[src/design/bba_pkg.sv]
// Shared constants for the bitmap block allocator.
// No dependencies; imported by bba_word_scan and bitmap_block_allocator.
package bba_pkg;

    // Field and register widths.
    localparam int BLK_W        = 13;  // block index incl. one count above the top block
    localparam int NUM_W        = 12;  // width of a reported block number
    localparam int FIRST_W      = 12;  // width of the first data block register
    localparam int CFG_IDX_W    = 1;
    localparam int CFG_DATA_W   = 13;
    localparam int S_TDATA_W    = 8;
    localparam int M_TDATA_W    = 16;

    // Default parameter values. The bitmap word width must be a power of two.
    localparam int DEF_MAX_BLOCK_COUNT = 4096;
    localparam int DEF_MAP_WORD_BITS   = 32;

    // Configuration register indexes.
    localparam logic [CFG_IDX_W-1:0] REG_BLOCK_TOTAL = 1'd0;
    localparam logic [CFG_IDX_W-1:0] REG_FIRST_DATA  = 1'd1;

    // Register reset values.
    localparam logic [BLK_W-1:0]   BLOCK_TOTAL_RST = 13'd4096;
    localparam logic [FIRST_W-1:0] FIRST_DATA_RST  = 12'd0;

    // Allocation counter saturates here.
    localparam logic [BLK_W-1:0] COUNT_MAX = 13'h1FFF;

    // Result status codes.
    localparam logic STATUS_OK  = 1'b0;
    localparam logic STATUS_ERR = 1'b1;

endpackage

[src/design/bba_bitmap_mem.sv]
// Bitmap storage of the allocator: one write port, one read port, registered read data.
// Depends on nothing but its parameters.
module bba_bitmap_mem #(
    parameter int DEPTH = 128,
    parameter int WIDTH = 32,
    parameter int AW    = 7
) (
    input  logic             i_clk,
    input  logic             i_we,
    input  logic [AW-1:0]    i_waddr,
    input  logic [WIDTH-1:0] i_wdata,
    input  logic             i_re,
    input  logic [AW-1:0]    i_raddr,
    output logic [WIDTH-1:0] o_rdata
);

    logic [WIDTH-1:0] r_mem [DEPTH];
    logic [WIDTH-1:0] r_rdata;

    // Write port.
    always_ff @(posedge i_clk) begin
        if (i_we) begin
            r_mem[i_waddr] <= i_wdata;
        end
    end

    // Read port with a registered output.
    always_ff @(posedge i_clk) begin
        if (i_re) begin
            r_rdata <= r_mem[i_raddr];
        end
    end

    assign o_rdata = r_rdata;

endmodule

[src/design/bba_word_scan.sv]
// Find-first-free unit: looks at one bitmap word and returns the lowest free block
// inside the window [lower bound, upper bound). Uses bba_pkg.
module bba_word_scan #(
    parameter int WORD_BITS = bba_pkg::DEF_MAP_WORD_BITS,
    parameter int LOG_W     = $clog2(bba_pkg::DEF_MAP_WORD_BITS),
    parameter int WIW       = bba_pkg::BLK_W - $clog2(bba_pkg::DEF_MAP_WORD_BITS)
) (
    input  logic [WORD_BITS-1:0]    i_word,
    input  logic [WIW-1:0]          i_word_idx,
    input  logic [bba_pkg::BLK_W-1:0] i_lb,
    input  logic [bba_pkg::BLK_W-1:0] i_ub,
    output logic                    o_found,
    output logic [LOG_W-1:0]        o_bit
);
    import bba_pkg::*;

    logic [WIW-1:0]       w_lb_word;
    logic [WIW-1:0]       w_ub_word;
    logic [LOG_W-1:0]     w_lb_bit;
    logic [LOG_W-1:0]     w_ub_bit;
    logic [WORD_BITS-1:0] w_ones;
    logic [WORD_BITS-1:0] w_lo_mask;
    logic [WORD_BITS-1:0] w_up_mask;
    logic [WORD_BITS-1:0] w_free;

    assign w_lb_word = i_lb[BLK_W-1:LOG_W];
    assign w_ub_word = i_ub[BLK_W-1:LOG_W];
    assign w_lb_bit  = i_lb[LOG_W-1:0];
    assign w_ub_bit  = i_ub[LOG_W-1:0];
    assign w_ones    = '1;

    // Window masks: bits at or above the lower bound and below the upper bound.
    always_comb begin
        if (i_word_idx == w_lb_word) begin
            w_lo_mask = w_ones << w_lb_bit;
        end else if (i_word_idx > w_lb_word) begin
            w_lo_mask = w_ones;
        end else begin
            w_lo_mask = '0;
        end

        if (i_word_idx < w_ub_word) begin
            w_up_mask = w_ones;
        end else if (i_word_idx == w_ub_word) begin
            w_up_mask = ~(w_ones << w_ub_bit);
        end else begin
            w_up_mask = '0;
        end
    end

    assign w_free  = ~i_word & w_lo_mask & w_up_mask;
    assign o_found = |w_free;

    // Priority encoder: the lowest free bit wins.
    always_comb begin
        o_bit = '0;
        for (int j = WORD_BITS - 1; j >= 0; j--) begin
            if (w_free[j]) begin
                o_bit = LOG_W'(j);
            end
        end
    end

endmodule

[src/design/bitmap_block_allocator.sv]
// Bitmap block allocator: next-fit search over a used-block bitmap held in memory.
// Depends on bba_pkg, bba_bitmap_mem and bba_word_scan.
//
// Usage:
//   Requests arrive on the s_axis channel, one transaction per block wanted; bit 0
//   of tdata is the new-extent flag. Each request gives exactly one result on the
//   m_axis channel: tdata carries the block number, tuser the status (1 = no free
//   block, block number 0).
//   The cfg channel writes the block total (index 0) and the first data block
//   (index 1) and is always ready; the user must see that it is written only while
//   no request is in flight, as the block does not enforce this.
// Search:
//   A hit on the block right after the last one goes through the READ, CHECK and
//   DONE states and posts its result on the return to IDLE, where the next request
//   is taken. A search reads bitmap words one at a time through a single
//   find-first-free unit. An empty range answers with an error without reading the
//   bitmap. The next request is accepted while the last result waits.
// Reset:
//   The bitmap is cleared by a pass over its MAX_BLOCK_COUNT / MAP_WORD_BITS words (128
//   at the defaults), one word at a time, during which no request is accepted.
// Back-pressure:
//   While m_axis_tready is low the result holds, and a later request waits before
//   posting its result.
module bitmap_block_allocator #(
    parameter int MAX_BLOCK_COUNT = bba_pkg::DEF_MAX_BLOCK_COUNT,
    parameter int MAP_WORD_BITS   = bba_pkg::DEF_MAP_WORD_BITS
) (
    input  logic                           i_clk,
    input  logic                           i_rst_n,
    // Request stream.
    input  logic                           s_axis_tvalid,
    output logic                           s_axis_tready,
    input  logic [bba_pkg::S_TDATA_W-1:0]  s_axis_tdata,  // [0] new_extent, [7:1] zero
    // Result stream.
    output logic                           m_axis_tvalid,
    input  logic                           m_axis_tready,
    output logic [bba_pkg::M_TDATA_W-1:0]  m_axis_tdata,  // [11:0] block_number, [15:12] zero
    output logic                           m_axis_tuser,  // [0] status
    // Configuration writes.
    input  logic                           i_cfg_valid,
    output logic                           o_cfg_ready,
    input  logic [bba_pkg::CFG_IDX_W-1:0]  i_cfg_index,
    input  logic [bba_pkg::CFG_DATA_W-1:0] i_cfg_data
);
    import bba_pkg::*;

    localparam int LOG_W = $clog2(MAP_WORD_BITS);
    localparam int WIW   = BLK_W - LOG_W;
    localparam int DEPTH = (MAX_BLOCK_COUNT + MAP_WORD_BITS - 1) / MAP_WORD_BITS;
    localparam int AW    = (DEPTH > 1) ? $clog2(DEPTH) : 1;

    typedef enum logic [4:0] {
        ST_CLEAR = 5'b00001,
        ST_IDLE  = 5'b00010,
        ST_READ  = 5'b00100,
        ST_CHECK = 5'b01000,
        ST_DONE  = 5'b10000
    } t_state;

    // Which window is being searched.
    typedef enum logic [1:0] {
        PH_NEXT  = 2'd0,
        PH_UPPER = 2'd1,
        PH_LOWER = 2'd2
    } t_phase;

    // Control registers.
    t_state             r_state, n_state;
    logic [AW-1:0]      r_clr, n_clr;
    logic [BLK_W-1:0]   r_total, n_total;
    logic [FIRST_W-1:0] r_first, n_first;
    logic [NUM_W-1:0]   r_prev, n_prev;
    logic               r_pv, n_pv;
    logic [BLK_W-1:0]   r_count, n_count;
    logic               r_ov, n_ov;

    // Payload registers.
    t_phase             r_phase, n_phase;
    logic [BLK_W-1:0]   r_lb, n_lb;
    logic [BLK_W-1:0]   r_ub, n_ub;
    logic [BLK_W-1:0]   r_cand0, n_cand0;
    logic [WIW-1:0]     r_word, n_word;
    logic [NUM_W-1:0]   r_res_blk, n_res_blk;
    logic               r_res_err, n_res_err;
    logic [NUM_W-1:0]   r_out_blk, n_out_blk;
    logic               r_out_err, n_out_err;

    // Datapath signals.
    logic [BLK_W-1:0]         w_limit;
    logic [BLK_W-1:0]         w_lo;
    logic [BLK_W-1:0]         w_next;
    logic [BLK_W-1:0]         w_start;
    logic [BLK_W-1:0]         w_cand0;
    logic                     w_range_ok;
    logic                     w_contig;
    logic [BLK_W-1:0]         w_ub_m1;
    logic [WIW-1:0]           w_last_word;
    logic [BLK_W-1:0]         w_blk;
    logic                     w_out_free;
    logic                     w_accept;
    logic [WIW+AW-1:0]        w_word_ext;
    logic [AW-1:0]            w_word_addr;
    logic [MAP_WORD_BITS-1:0] w_rdata;
    logic [MAP_WORD_BITS-1:0] w_onehot;
    logic                     w_found;
    logic [LOG_W-1:0]         w_bit;
    logic                     w_we;
    logic [AW-1:0]            w_waddr;
    logic [MAP_WORD_BITS-1:0] w_wdata;
    logic                     w_re;

    // Allocatable range and the two places a request may start from.
    always_comb begin
        if (32'(r_total) > 32'(MAX_BLOCK_COUNT)) begin
            w_limit = BLK_W'(MAX_BLOCK_COUNT);
        end else begin
            w_limit = r_total;
        end
        w_lo       = {1'b0, r_first};
        w_range_ok = (w_lo < w_limit);
        w_next     = r_pv ? ({1'b0, r_prev} + BLK_W'(1)) : w_lo;
        w_start    = r_pv ? ({1'b0, r_prev} + BLK_W'(2)) : (w_lo + BLK_W'(1));
        w_contig   = !s_axis_tdata[0] && (w_next >= w_lo) && (w_next < w_limit);
        w_cand0    = ((w_start >= w_lo) && (w_start < w_limit)) ? w_start : w_lo;
    end

    assign w_ub_m1     = r_ub - BLK_W'(1);
    assign w_last_word = w_ub_m1[BLK_W-1:LOG_W];
    assign w_blk       = {r_word, w_bit};
    assign w_word_ext  = {{AW{1'b0}}, r_word};
    assign w_word_addr = w_word_ext[AW-1:0];
    assign w_onehot    = {{(MAP_WORD_BITS-1){1'b0}}, 1'b1} << w_bit;
    assign w_out_free  = !r_ov || m_axis_tready;
    assign w_accept    = s_axis_tvalid && s_axis_tready;

    // Bitmap memory ports: clearing pass, marking a found block, reading words.
    always_comb begin
        w_we    = 1'b0;
        w_waddr = w_word_addr;
        w_wdata = w_rdata | w_onehot;
        if (r_state == ST_CLEAR) begin
            w_we    = 1'b1;
            w_waddr = r_clr;
            w_wdata = '0;
        end else if (r_state == ST_CHECK && w_found) begin
            w_we = 1'b1;
        end
    end

    assign w_re = (r_state == ST_READ);

    bba_bitmap_mem #(
        .DEPTH (DEPTH),
        .WIDTH (MAP_WORD_BITS),
        .AW    (AW)
    ) u_map (
        .i_clk   (i_clk),
        .i_we    (w_we),
        .i_waddr (w_waddr),
        .i_wdata (w_wdata),
        .i_re    (w_re),
        .i_raddr (w_word_addr),
        .o_rdata (w_rdata)
    );

    bba_word_scan #(
        .WORD_BITS (MAP_WORD_BITS),
        .LOG_W     (LOG_W),
        .WIW       (WIW)
    ) u_scan (
        .i_word     (w_rdata),
        .i_word_idx (r_word),
        .i_lb       (r_lb),
        .i_ub       (r_ub),
        .o_found    (w_found),
        .o_bit      (w_bit)
    );

    // Sequencer.
    always_comb begin
        n_state   = r_state;
        n_clr     = r_clr;
        n_total   = r_total;
        n_first   = r_first;
        n_prev    = r_prev;
        n_pv      = r_pv;
        n_count   = r_count;
        n_ov      = r_ov;
        n_phase   = r_phase;
        n_lb      = r_lb;
        n_ub      = r_ub;
        n_cand0   = r_cand0;
        n_word    = r_word;
        n_res_blk = r_res_blk;
        n_res_err = r_res_err;
        n_out_blk = r_out_blk;
        n_out_err = r_out_err;

        // Configuration writes.
        if (i_cfg_valid) begin
            case (i_cfg_index)
                REG_BLOCK_TOTAL: n_total = i_cfg_data[BLK_W-1:0];
                REG_FIRST_DATA:  n_first = i_cfg_data[FIRST_W-1:0];
                default: ;
            endcase
        end

        // Output register drains on a completed transaction.
        if (m_axis_tready) begin
            n_ov = 1'b0;
        end

        case (r_state)
            ST_CLEAR: begin
                n_clr = r_clr + AW'(1);
                if (r_clr == AW'(DEPTH - 1)) begin
                    n_state = ST_IDLE;
                end
            end

            ST_IDLE: begin
                if (w_accept) begin
                    n_cand0 = w_cand0;
                    if (!w_range_ok) begin
                        n_res_blk = '0;
                        n_res_err = STATUS_ERR;
                        n_state   = ST_DONE;
                    end else if (w_contig) begin
                        n_phase = PH_NEXT;
                        n_lb    = w_next;
                        n_ub    = w_next + BLK_W'(1);
                        n_word  = w_next[BLK_W-1:LOG_W];
                        n_state = ST_READ;
                    end else begin
                        n_phase = PH_UPPER;
                        n_lb    = w_cand0;
                        n_ub    = w_limit;
                        n_word  = w_cand0[BLK_W-1:LOG_W];
                        n_state = ST_READ;
                    end
                end
            end

            ST_READ: begin
                n_state = ST_CHECK;
            end

            ST_CHECK: begin
                if (w_found) begin
                    // Block taken: remember it and count it.
                    n_prev    = w_blk[NUM_W-1:0];
                    n_pv      = 1'b1;
                    if (r_count != COUNT_MAX) begin
                        n_count = r_count + BLK_W'(1);
                    end
                    n_res_blk = w_blk[NUM_W-1:0];
                    n_res_err = STATUS_OK;
                    n_state   = ST_DONE;
                end else if (r_word != w_last_word) begin
                    n_word  = r_word + WIW'(1);
                    n_state = ST_READ;
                end else begin
                    // Window exhausted: move on to the next one or give up.
                    case (r_phase)
                        PH_NEXT: begin
                            n_phase = PH_UPPER;
                            n_lb    = r_cand0;
                            n_ub    = w_limit;
                            n_word  = r_cand0[BLK_W-1:LOG_W];
                            n_state = ST_READ;
                        end
                        PH_UPPER: begin
                            if (r_cand0 == w_lo) begin
                                n_res_blk = '0;
                                n_res_err = STATUS_ERR;
                                n_state   = ST_DONE;
                            end else begin
                                n_phase = PH_LOWER;
                                n_lb    = w_lo;
                                n_ub    = r_cand0;
                                n_word  = w_lo[BLK_W-1:LOG_W];
                                n_state = ST_READ;
                            end
                        end
                        default: begin
                            n_res_blk = '0;
                            n_res_err = STATUS_ERR;
                            n_state   = ST_DONE;
                        end
                    endcase
                end
            end

            ST_DONE: begin
                if (w_out_free) begin
                    n_ov      = 1'b1;
                    n_out_blk = r_res_blk;
                    n_out_err = r_res_err;
                    n_state   = ST_IDLE;
                end
            end

            default: begin
                n_state = ST_IDLE;
            end
        endcase
    end

    // Control state with synchronous reset.
    always_ff @(posedge i_clk) begin
        if (!i_rst_n) begin
            r_state <= ST_CLEAR;
            r_clr   <= '0;
            r_total <= BLOCK_TOTAL_RST;
            r_first <= FIRST_DATA_RST;
            r_prev  <= '0;
            r_pv    <= 1'b0;
            r_count <= '0;
            r_ov    <= 1'b0;
        end else begin
            r_state <= n_state;
            r_clr   <= n_clr;
            r_total <= n_total;
            r_first <= n_first;
            r_prev  <= n_prev;
            r_pv    <= n_pv;
            r_count <= n_count;
            r_ov    <= n_ov;
        end
    end

    // Payload registers.
    always_ff @(posedge i_clk) begin
        r_phase   <= n_phase;
        r_lb      <= n_lb;
        r_ub      <= n_ub;
        r_cand0   <= n_cand0;
        r_word    <= n_word;
        r_res_blk <= n_res_blk;
        r_res_err <= n_res_err;
        r_out_blk <= n_out_blk;
        r_out_err <= n_out_err;
    end

    assign s_axis_tready = (r_state == ST_IDLE);
    assign m_axis_tvalid = r_ov;
    assign m_axis_tdata  = {{(M_TDATA_W - NUM_W){1'b0}}, r_out_blk};
    assign m_axis_tuser  = r_out_err;
    assign o_cfg_ready   = 1'b1;

endmodule
[config.mk]
export PLATFORM = sky130hd
export DESIGN_NAME = bitmap_block_allocator
export DESIGN_NICKNAME = d
export VERILOG_FILES = /design/src/design/bba_pkg.sv /design/src/design/bba_bitmap_mem.sv /design/src/design/bba_word_scan.sv /design/src/design/bitmap_block_allocator.sv
export SDC_FILE = /design/constraint.sdc
export NUM_CORES = 2
export LEC_CHECK = 0
export BUFFER_PORTS_ARGS = -buffer_cell sky130_fd_sc_hd__buf_2
export CAP_MARGIN = 5
export CORE_MARGIN = 10
export CORE_UTILIZATION = 35
export DETAILED_ROUTE_END_ITERATION = 12
export GPL_TIMING_DRIVEN = 0
export HOLD_SLACK_MARGIN = 0.1
export PLACE_DENSITY = 0.45
export SLEW_MARGIN = 40
export SYNTH_ARGS = -nofsm -noshare
export SYNTH_HDL_FRONTEND = slang
export SYNTH_SLANG_ARGS = --single-unit
[constraint.sdc]
create_clock -name i_clk -period 14.8 [get_ports i_clk]
set_clock_uncertainty 0.15 [all_clocks]
set_input_delay 2.96 -clock i_clk [delete_from_list [all_inputs] [get_ports i_clk]]
set_output_delay 2.96 -clock i_clk [all_outputs]
set_load 0.05 [all_outputs]
# Word level (Yosys, flattened, before mapping)
# Memory sizes are Yosys's and may differ from the RTL's. A register that Yosys moved wholly into a read port is not among the register bits.
# Index checks and enable logic that the tools add are counted.
# totals
reg_bits,126
ramBits,4096
inputBits,27
out_inout_bits,20
word_cells,190
n_memories,1
# classes
add_sub_neg,7
order_cmp,8
eq_ne,25
n_shift,3
n_mux,104
n_bitwise,6
n_reduce_logical,20
# memory_table
name,depth,word_bits,read_ports,rd_ports_with_merged_regs,write_ports,line,text
u_map.r_mem,128,32,1,1,1,bba_bitmap_mem.sv:17,logic [WIDTH-1:0] r_mem [DEPTH];
# ops
op,count
two-way mux 13 bit,16
two-way mux 5 bit,39
two-way mux 32 bit,5
one-hot mux 13 bit (2 select lines),4
bitwise AND 32 bit,2
inverter 32 bit,2
<< shifter 32 x 5 -> 32 bit (first input constant),2
two-way mux 12 bit,5
two-way mux 8 bit,6
one-hot mux 12 bit (2 select lines),2
OR 32 bit,1
one-hot mux 8 bit (2 select lines),2
OR reduction 32 bit,1
<< shifter 1 x 5 -> 32 bit (first input constant),1
adder 12 x 1 -> 13 bit (second input constant),2
>= comparator 13 x 12 -> 1 bit,2
less-than comparator 13 bit,2
one-hot mux 5 bit (5 select lines),1
equality test 8 bit,2
adder 12 x 2 -> 13 bit (second input constant),1
adder 13 x 1 -> 13 bit (second input constant),1
equality test 13 x 12 -> 1 bit,1
> comparator 13 bit (second input constant),1
less-than comparator 12 x 13 -> 1 bit,1
35 further kinds,71

# Depth between registers and ports, before layout
# logic_depth
word_depth,40
ltp_mapped,21
mapped_depth_nobuf,18

# Hierarchy
# From an unflattened synthesis, not the netlist that was laid out.
# unflattened
hier_cells,7328
hier_area_um2,167579.5
# by_module_without_submodules
module,n_inst,cells_each,area_per_inst_um2,seq_area_each_um2
bba_bitmap_mem,1,5990,156596.4,123958.9
bitmap_block_allocator,1,1016,8909.8,3273.1
bba_word_scan,1,322,2073.2,0.0

# Least setup slack after synthesis
# Ideal clock, no wire load.
# synth_path
path_kind,reg2reg
start,register r_word[0]
end,memory u_map.r_mem[0][14] (data pin)
setup_time_ns,1.223
arrival_ns,9.301
t_required_ns,13.427
path_slack_ns,4.126
path_stages_with_launch,19
path_buffers,6
synth_period_minus_slack_ns,10.674
path_cell_list,edfxtp_1 > clkbuf_1 > clkbuf_1 > clkbuf_1 > buf_2 > inv_1 > ha_1 > and4_1 > clkbuf_1 > and3_1 > buf_2 > a21oi_1 > a21boi_0 > o22a_1 > a2111oi_0 > o31a_1 > o211ai_1 > o21bai_1 > o31ai_1
# synth_between
elab_chain_len,40
word_cells_on_any_way,45
cone_classes,order compare: 2; eq/ne: 2; shift: 1; mux: 37; bitwise: 3
# synth_rtl
element,line,text
"start, declared",bitmap_block_allocator.sv:82,"logic [WIW-1:0] r_word, n_word;"
"start signal, assigned",bitmap_block_allocator.sv:338,r_word <= n_word;
> comparator 8 bit,bba_word_scan.sv:36,end else if (i_word_idx > w_lb_word) begin
two-way mux 32 bit,bba_word_scan.sv:36,
two-way mux 32 bit,bba_word_scan.sv:34,if (i_word_idx == w_lb_word) begin
bitwise AND 32 bit,bba_word_scan.sv:51,assign w_free = ~i_word & w_lo_mask & w_up_mask;
bitwise AND 32 bit *,bba_word_scan.sv:51,
two-way mux 5 bit (31 in series),bba_word_scan.sv:58,if (w_free[j]) begin
two-way mux 5 bit *,bba_word_scan.sv:58,
<< shifter 1 x 5 -> 32 bit *,bitmap_block_allocator.sv:132,"assign w_onehot = {{(MAP_WORD_BITS-1){1'b0}}, 1'b1} << w_bit;"
OR 32 bit *,bitmap_block_allocator.sv:140,w_wdata = w_rdata | w_onehot;
two-way mux 32 bit *,bitmap_block_allocator.sv:141,if (r_state == ST_CLEAR) begin
via u_map.i_wdata[14],bba_bitmap_mem.sv:11,"input logic [WIDTH-1:0] i_wdata,"
"end, declared",bba_bitmap_mem.sv:17,
# The timed path passes the listed nets; every way through them passes the cells marked *.

# Worst setup path after layout
# layout_path
start,register r_word[0]
end,memory u_map.r_mem[49][31] (data pin)
# Same word-level chain as after synthesis.

==> out/metrics.yaml <==
outcome: "finished, violations left"
violations: "antenna violations"
synth_area_leader_cell: "edfxtp_1"
dieArea_mm2: 0.506
drt-total-wl_mm: 512
cp.arrival_ns: 9.60
numCtsBuffers: 453
ys_seq_elements: 4254
via_count: 81000
slew_viol_final: 0
grt-ovfl-total: 0
min_period_over_period_pct: 60.3
end_kind: "flip-flop"
design_area_mm2: 0.201
comb_power_share_pct: 0.9
synth_cell_type_count: 95
area_delta_synth_final_pct: 19.9
clock.fmax_ghz: 0.112
fin_tns_setup_ns: 0
critPathMaxFanout: 24
drc: 0
hold_violations: 0
antenna_found_initial: 76
tritoncts: "built"
layout-drive-gt1-share_pct: 34.8
synth_flop_cell: "edfxtp_1"
htree_levels: 5
cts_sinks: 4254
rows: 253
synth_seq_area_share_pct: 76.0
synthArstFlopShare_pct: 0
clkPwrFrac_pct: 45.5
crit_path_end: "u_map.r_mem[49][31]$_DFFE_PP_"
grtUsageTotal_pct: 19.8
ctsHoldBuffers: 0
cts_setup_buffers: 0
reg2reg_depth: 23
gp_congestion: 0.895
start_util_pct: 35.2
maxCapViolations: 0
fp.dieW_um: 711
clock_path_buffers: 4
startpoint_type: "flip-flop"
core_mm2: 0.475
place_area_mm2: 0.186
finalSetupViolations: 0
reg2reg_from: "r_word[0]$_DFFE_PP_"
first_iter_violations: 8871
synth_top_area_share_pct: 75.4
routedWlPerCell_um: 34.1
rrSetupSlack_ns: 5.88
ys_warn_count: 0
worst_ep_required_time_ns: 15.48
port_buffers: 34
crit_path_start: "r_word[0]$_DFFE_PP_"
rsz0062_at_grt: "false"
slew_headroom_pct: 37.2
netlist_area_mm2: 0.167
post-route-min-period_ns: 8.92
worst_slew_pin_slew_ns: 0.938
hold_class: "reg -> reg"
root_buffer: "clkbuf_16"
sw_frac_of_total_pct: 20.0
die-height_um: 711
p_seq_share_pct: 53.6
synth_edf_count: 4203
irDropWorstVdd_mv: 0.107
syn_inst: 7289
leakage_nw: 62.3
criticalPathCategory: "reg -> reg"
dpl.hpwl_mm: 380
final_cell_mix: "edfxtp_1 (4203), mux4_2 (1344), clkbuf_16 (459)"
post-route-util_pct: 42.2
synth_area_leaders: "edfxtp_1 (75%), mux4_2 (18%), dfxtp_1 (0.61%)"
io_pins: 47
worst_r2r_endpoint: "u_map.r_mem[49][31]$_DFFE_PP_"
final_nets: 8350
grt_start_max_net_pins: 64
first_pass_iters: 5
grt_pass1_vias: 84200
pwr_density_cell_mw_per_mm2: 122
cts_resized: 0
final_common_cell: "edfxtp_1"
p_sw_w: 0.00487
grt_pass1_wl_mm: 702
avgViaCountPerCell: 5.39
avgSynthCellArea_um2: 23.0
final_antenna_net_count: 1
clock_latency_ns: 1.03
clkTransAtPathRegs_ns: 0.07
p_int_w: 0.0195
-- per-layer routing --
layer  part of all wire, %  vias to the layer above  routed length [um]  global-route usage [%]
met5                0.0025                        -                  13                       0
met1                    43                    44800              219000                    27.5
met4                   3.2                        2               16100                    5.58
met3                   5.3                      582               27200                    2.64
met2                    49                     2402              249000                    32.8
li1                      -                    33300                   -                       -
-- power groups by stage --
stage / Clock (W) / Sequential [W] / Combinational, W
after floorplan: 0 / 0.0133 / 0.000113
after global placement: 0 / 0.0133 / 0.000190
after detailed placement: 0 / 0.0133 / 0.000213
after CTS: 0.0114 / 0.0131 / 0.000215
after global routing: 0.0119 / 0.0131 / 0.000229
final: 0.0111 / 0.0131 / 0.000216
-- per-stage QoR --
| step | total power [W] | hold WS, ns | instances | setup WS, ns |
|---|---|---|---|---|
| final | 0.0244 | 0.272 | 15000 | 5.88 |
| after global routing | 0.0252 | 0.274 | 15000 | 5.69 |
| after CTS | 0.0247 | 0.272 | 15000 | 5.59 |
| after detailed placement | 0.0136 | 0.255 | 14200 | 5.63 |
| after global placement | 0.0135 | 0.255 | 13700 | -9.65 |
| after floorplan | 0.0134 | 0.250 | 7292 | 4.13 |
-- registers in the layout (all words and copies together) (netlist names), 8 cells and up --
| name | count |
|---|---|
| u_map.r_mem | 4096 |
| u_map.o_rdata | 32 |
| r_cand0 | 13 |
| r_lb | 13 |
| r_total | 13 |
| r_ub | 13 |
| r_first | 12 |
| r_out_blk | 12 |
| r_prev | 12 |
| r_res_blk | 12 |
| r_word | 8 |
-- synth_stat cells, drive strengths merged, types with 9 or more instances --
cell and n:
a21boi 31, or2 11, a2111oi 10, xor2 25
o211ai 13, nor4 10, nor2b 21, or3 14
a21o 28, o31ai 9, o21a 23, nand2b 17
nor3 32, a22o 16, o21ai 87, ha 81
dfxtp 51, buf 127, and3 10, xnor2 42
clkbuf 263, edfxtp 4203, nand2 189, nor2 239
mux2i 15, inv 40, and2 29, nand4 25
nand3b 12, mux2 50, a21oi 83, nand3 35
mux4 1344
-- logic make-up (layout without fill, tap and decap cells) --
| logic type | count (synthesis) | in the layout | share of synthesized area, % |
|---|---|---|---|
| DFF | 4254 | 4254 | 76.0 |
| and+or+nand+nor | 665 | 665 | 1.88 |
| muxes | 1409 | 1409 | 18.5 |
| buffers and inverters | 431 | 1757 | 1.02 |
| AOI/OAI and AO/OA | 380 | 380 | 1.60 |
| xor gates and xnor gates | 67 | 67 | 0.351 |
| adders and majority gates | 81 | 81 | 0.606 |
| other | 2 | 47 | 0.00449 |
-- worst max-delay path: stages (launching register included) --
cell,delay (ns)
edfxtp_1,0.45
clkbuf_1,0.16
clkbuf_2,0.43
clkbuf_2,0.46
buf_16,0.20
buf_2,0.53
inv_1,0.48
ha_1,0.44
nand2b_4,0.16
a2111oi_4,0.43
o31a_2,0.32
clkbuf_1,0.52
a211oi_1,0.10
a32oi_1,0.32
a31oi_1,0.24
o31a_1,0.34
o21ai_1,0.69
clkbuf_2,0.52
nand2_1,0.26
o21ai_4,0.63
buf_16,0.23
buf_8,0.20
buf_8,0.21
buf_8,0.18
-- area by class of cell --
type / instances / area, um2
buffer: 390 / 1910
clock inverter: 279 / 2540
antenna: 42 / 105
fill: 41100 / 275000
multi-input combinational: 2607 / 39800
inverter: 41 / 159
clock buffer: 552 / 11800
sequential: 4254 / 127000
timing repair buffer: 495 / 9020
tap: 6375 / 7980
-- how the worst min path moves through the flow --
stage	startpoint	to	slack [ns]	depth (start not counted)
finish	r_res_blk[3]$_SDFFCE_PN0P_	r_out_blk[3]$_DFFE_PP_	0.27	0
global placement	r_res_blk[11]$_SDFFCE_PN0P_	r_out_blk[11]$_DFFE_PP_	0.26	0
global route	r_res_blk[11]$_SDFFCE_PN0P_	r_out_blk[11]$_DFFE_PP_	0.27	0
floorplan	r_res_err$_SDFFCE_PN1P_	m_axis_tuser$_DFFE_PP_	0.25	0
CTS	r_res_blk[11]$_SDFFCE_PN0P_	r_out_blk[11]$_DFFE_PP_	0.27	0
detailed placement	r_res_blk[11]$_SDFFCE_PN0P_	r_out_blk[11]$_DFFE_PP_	0.25	0
No activity file was read; power rests on OpenSTA's default activity.
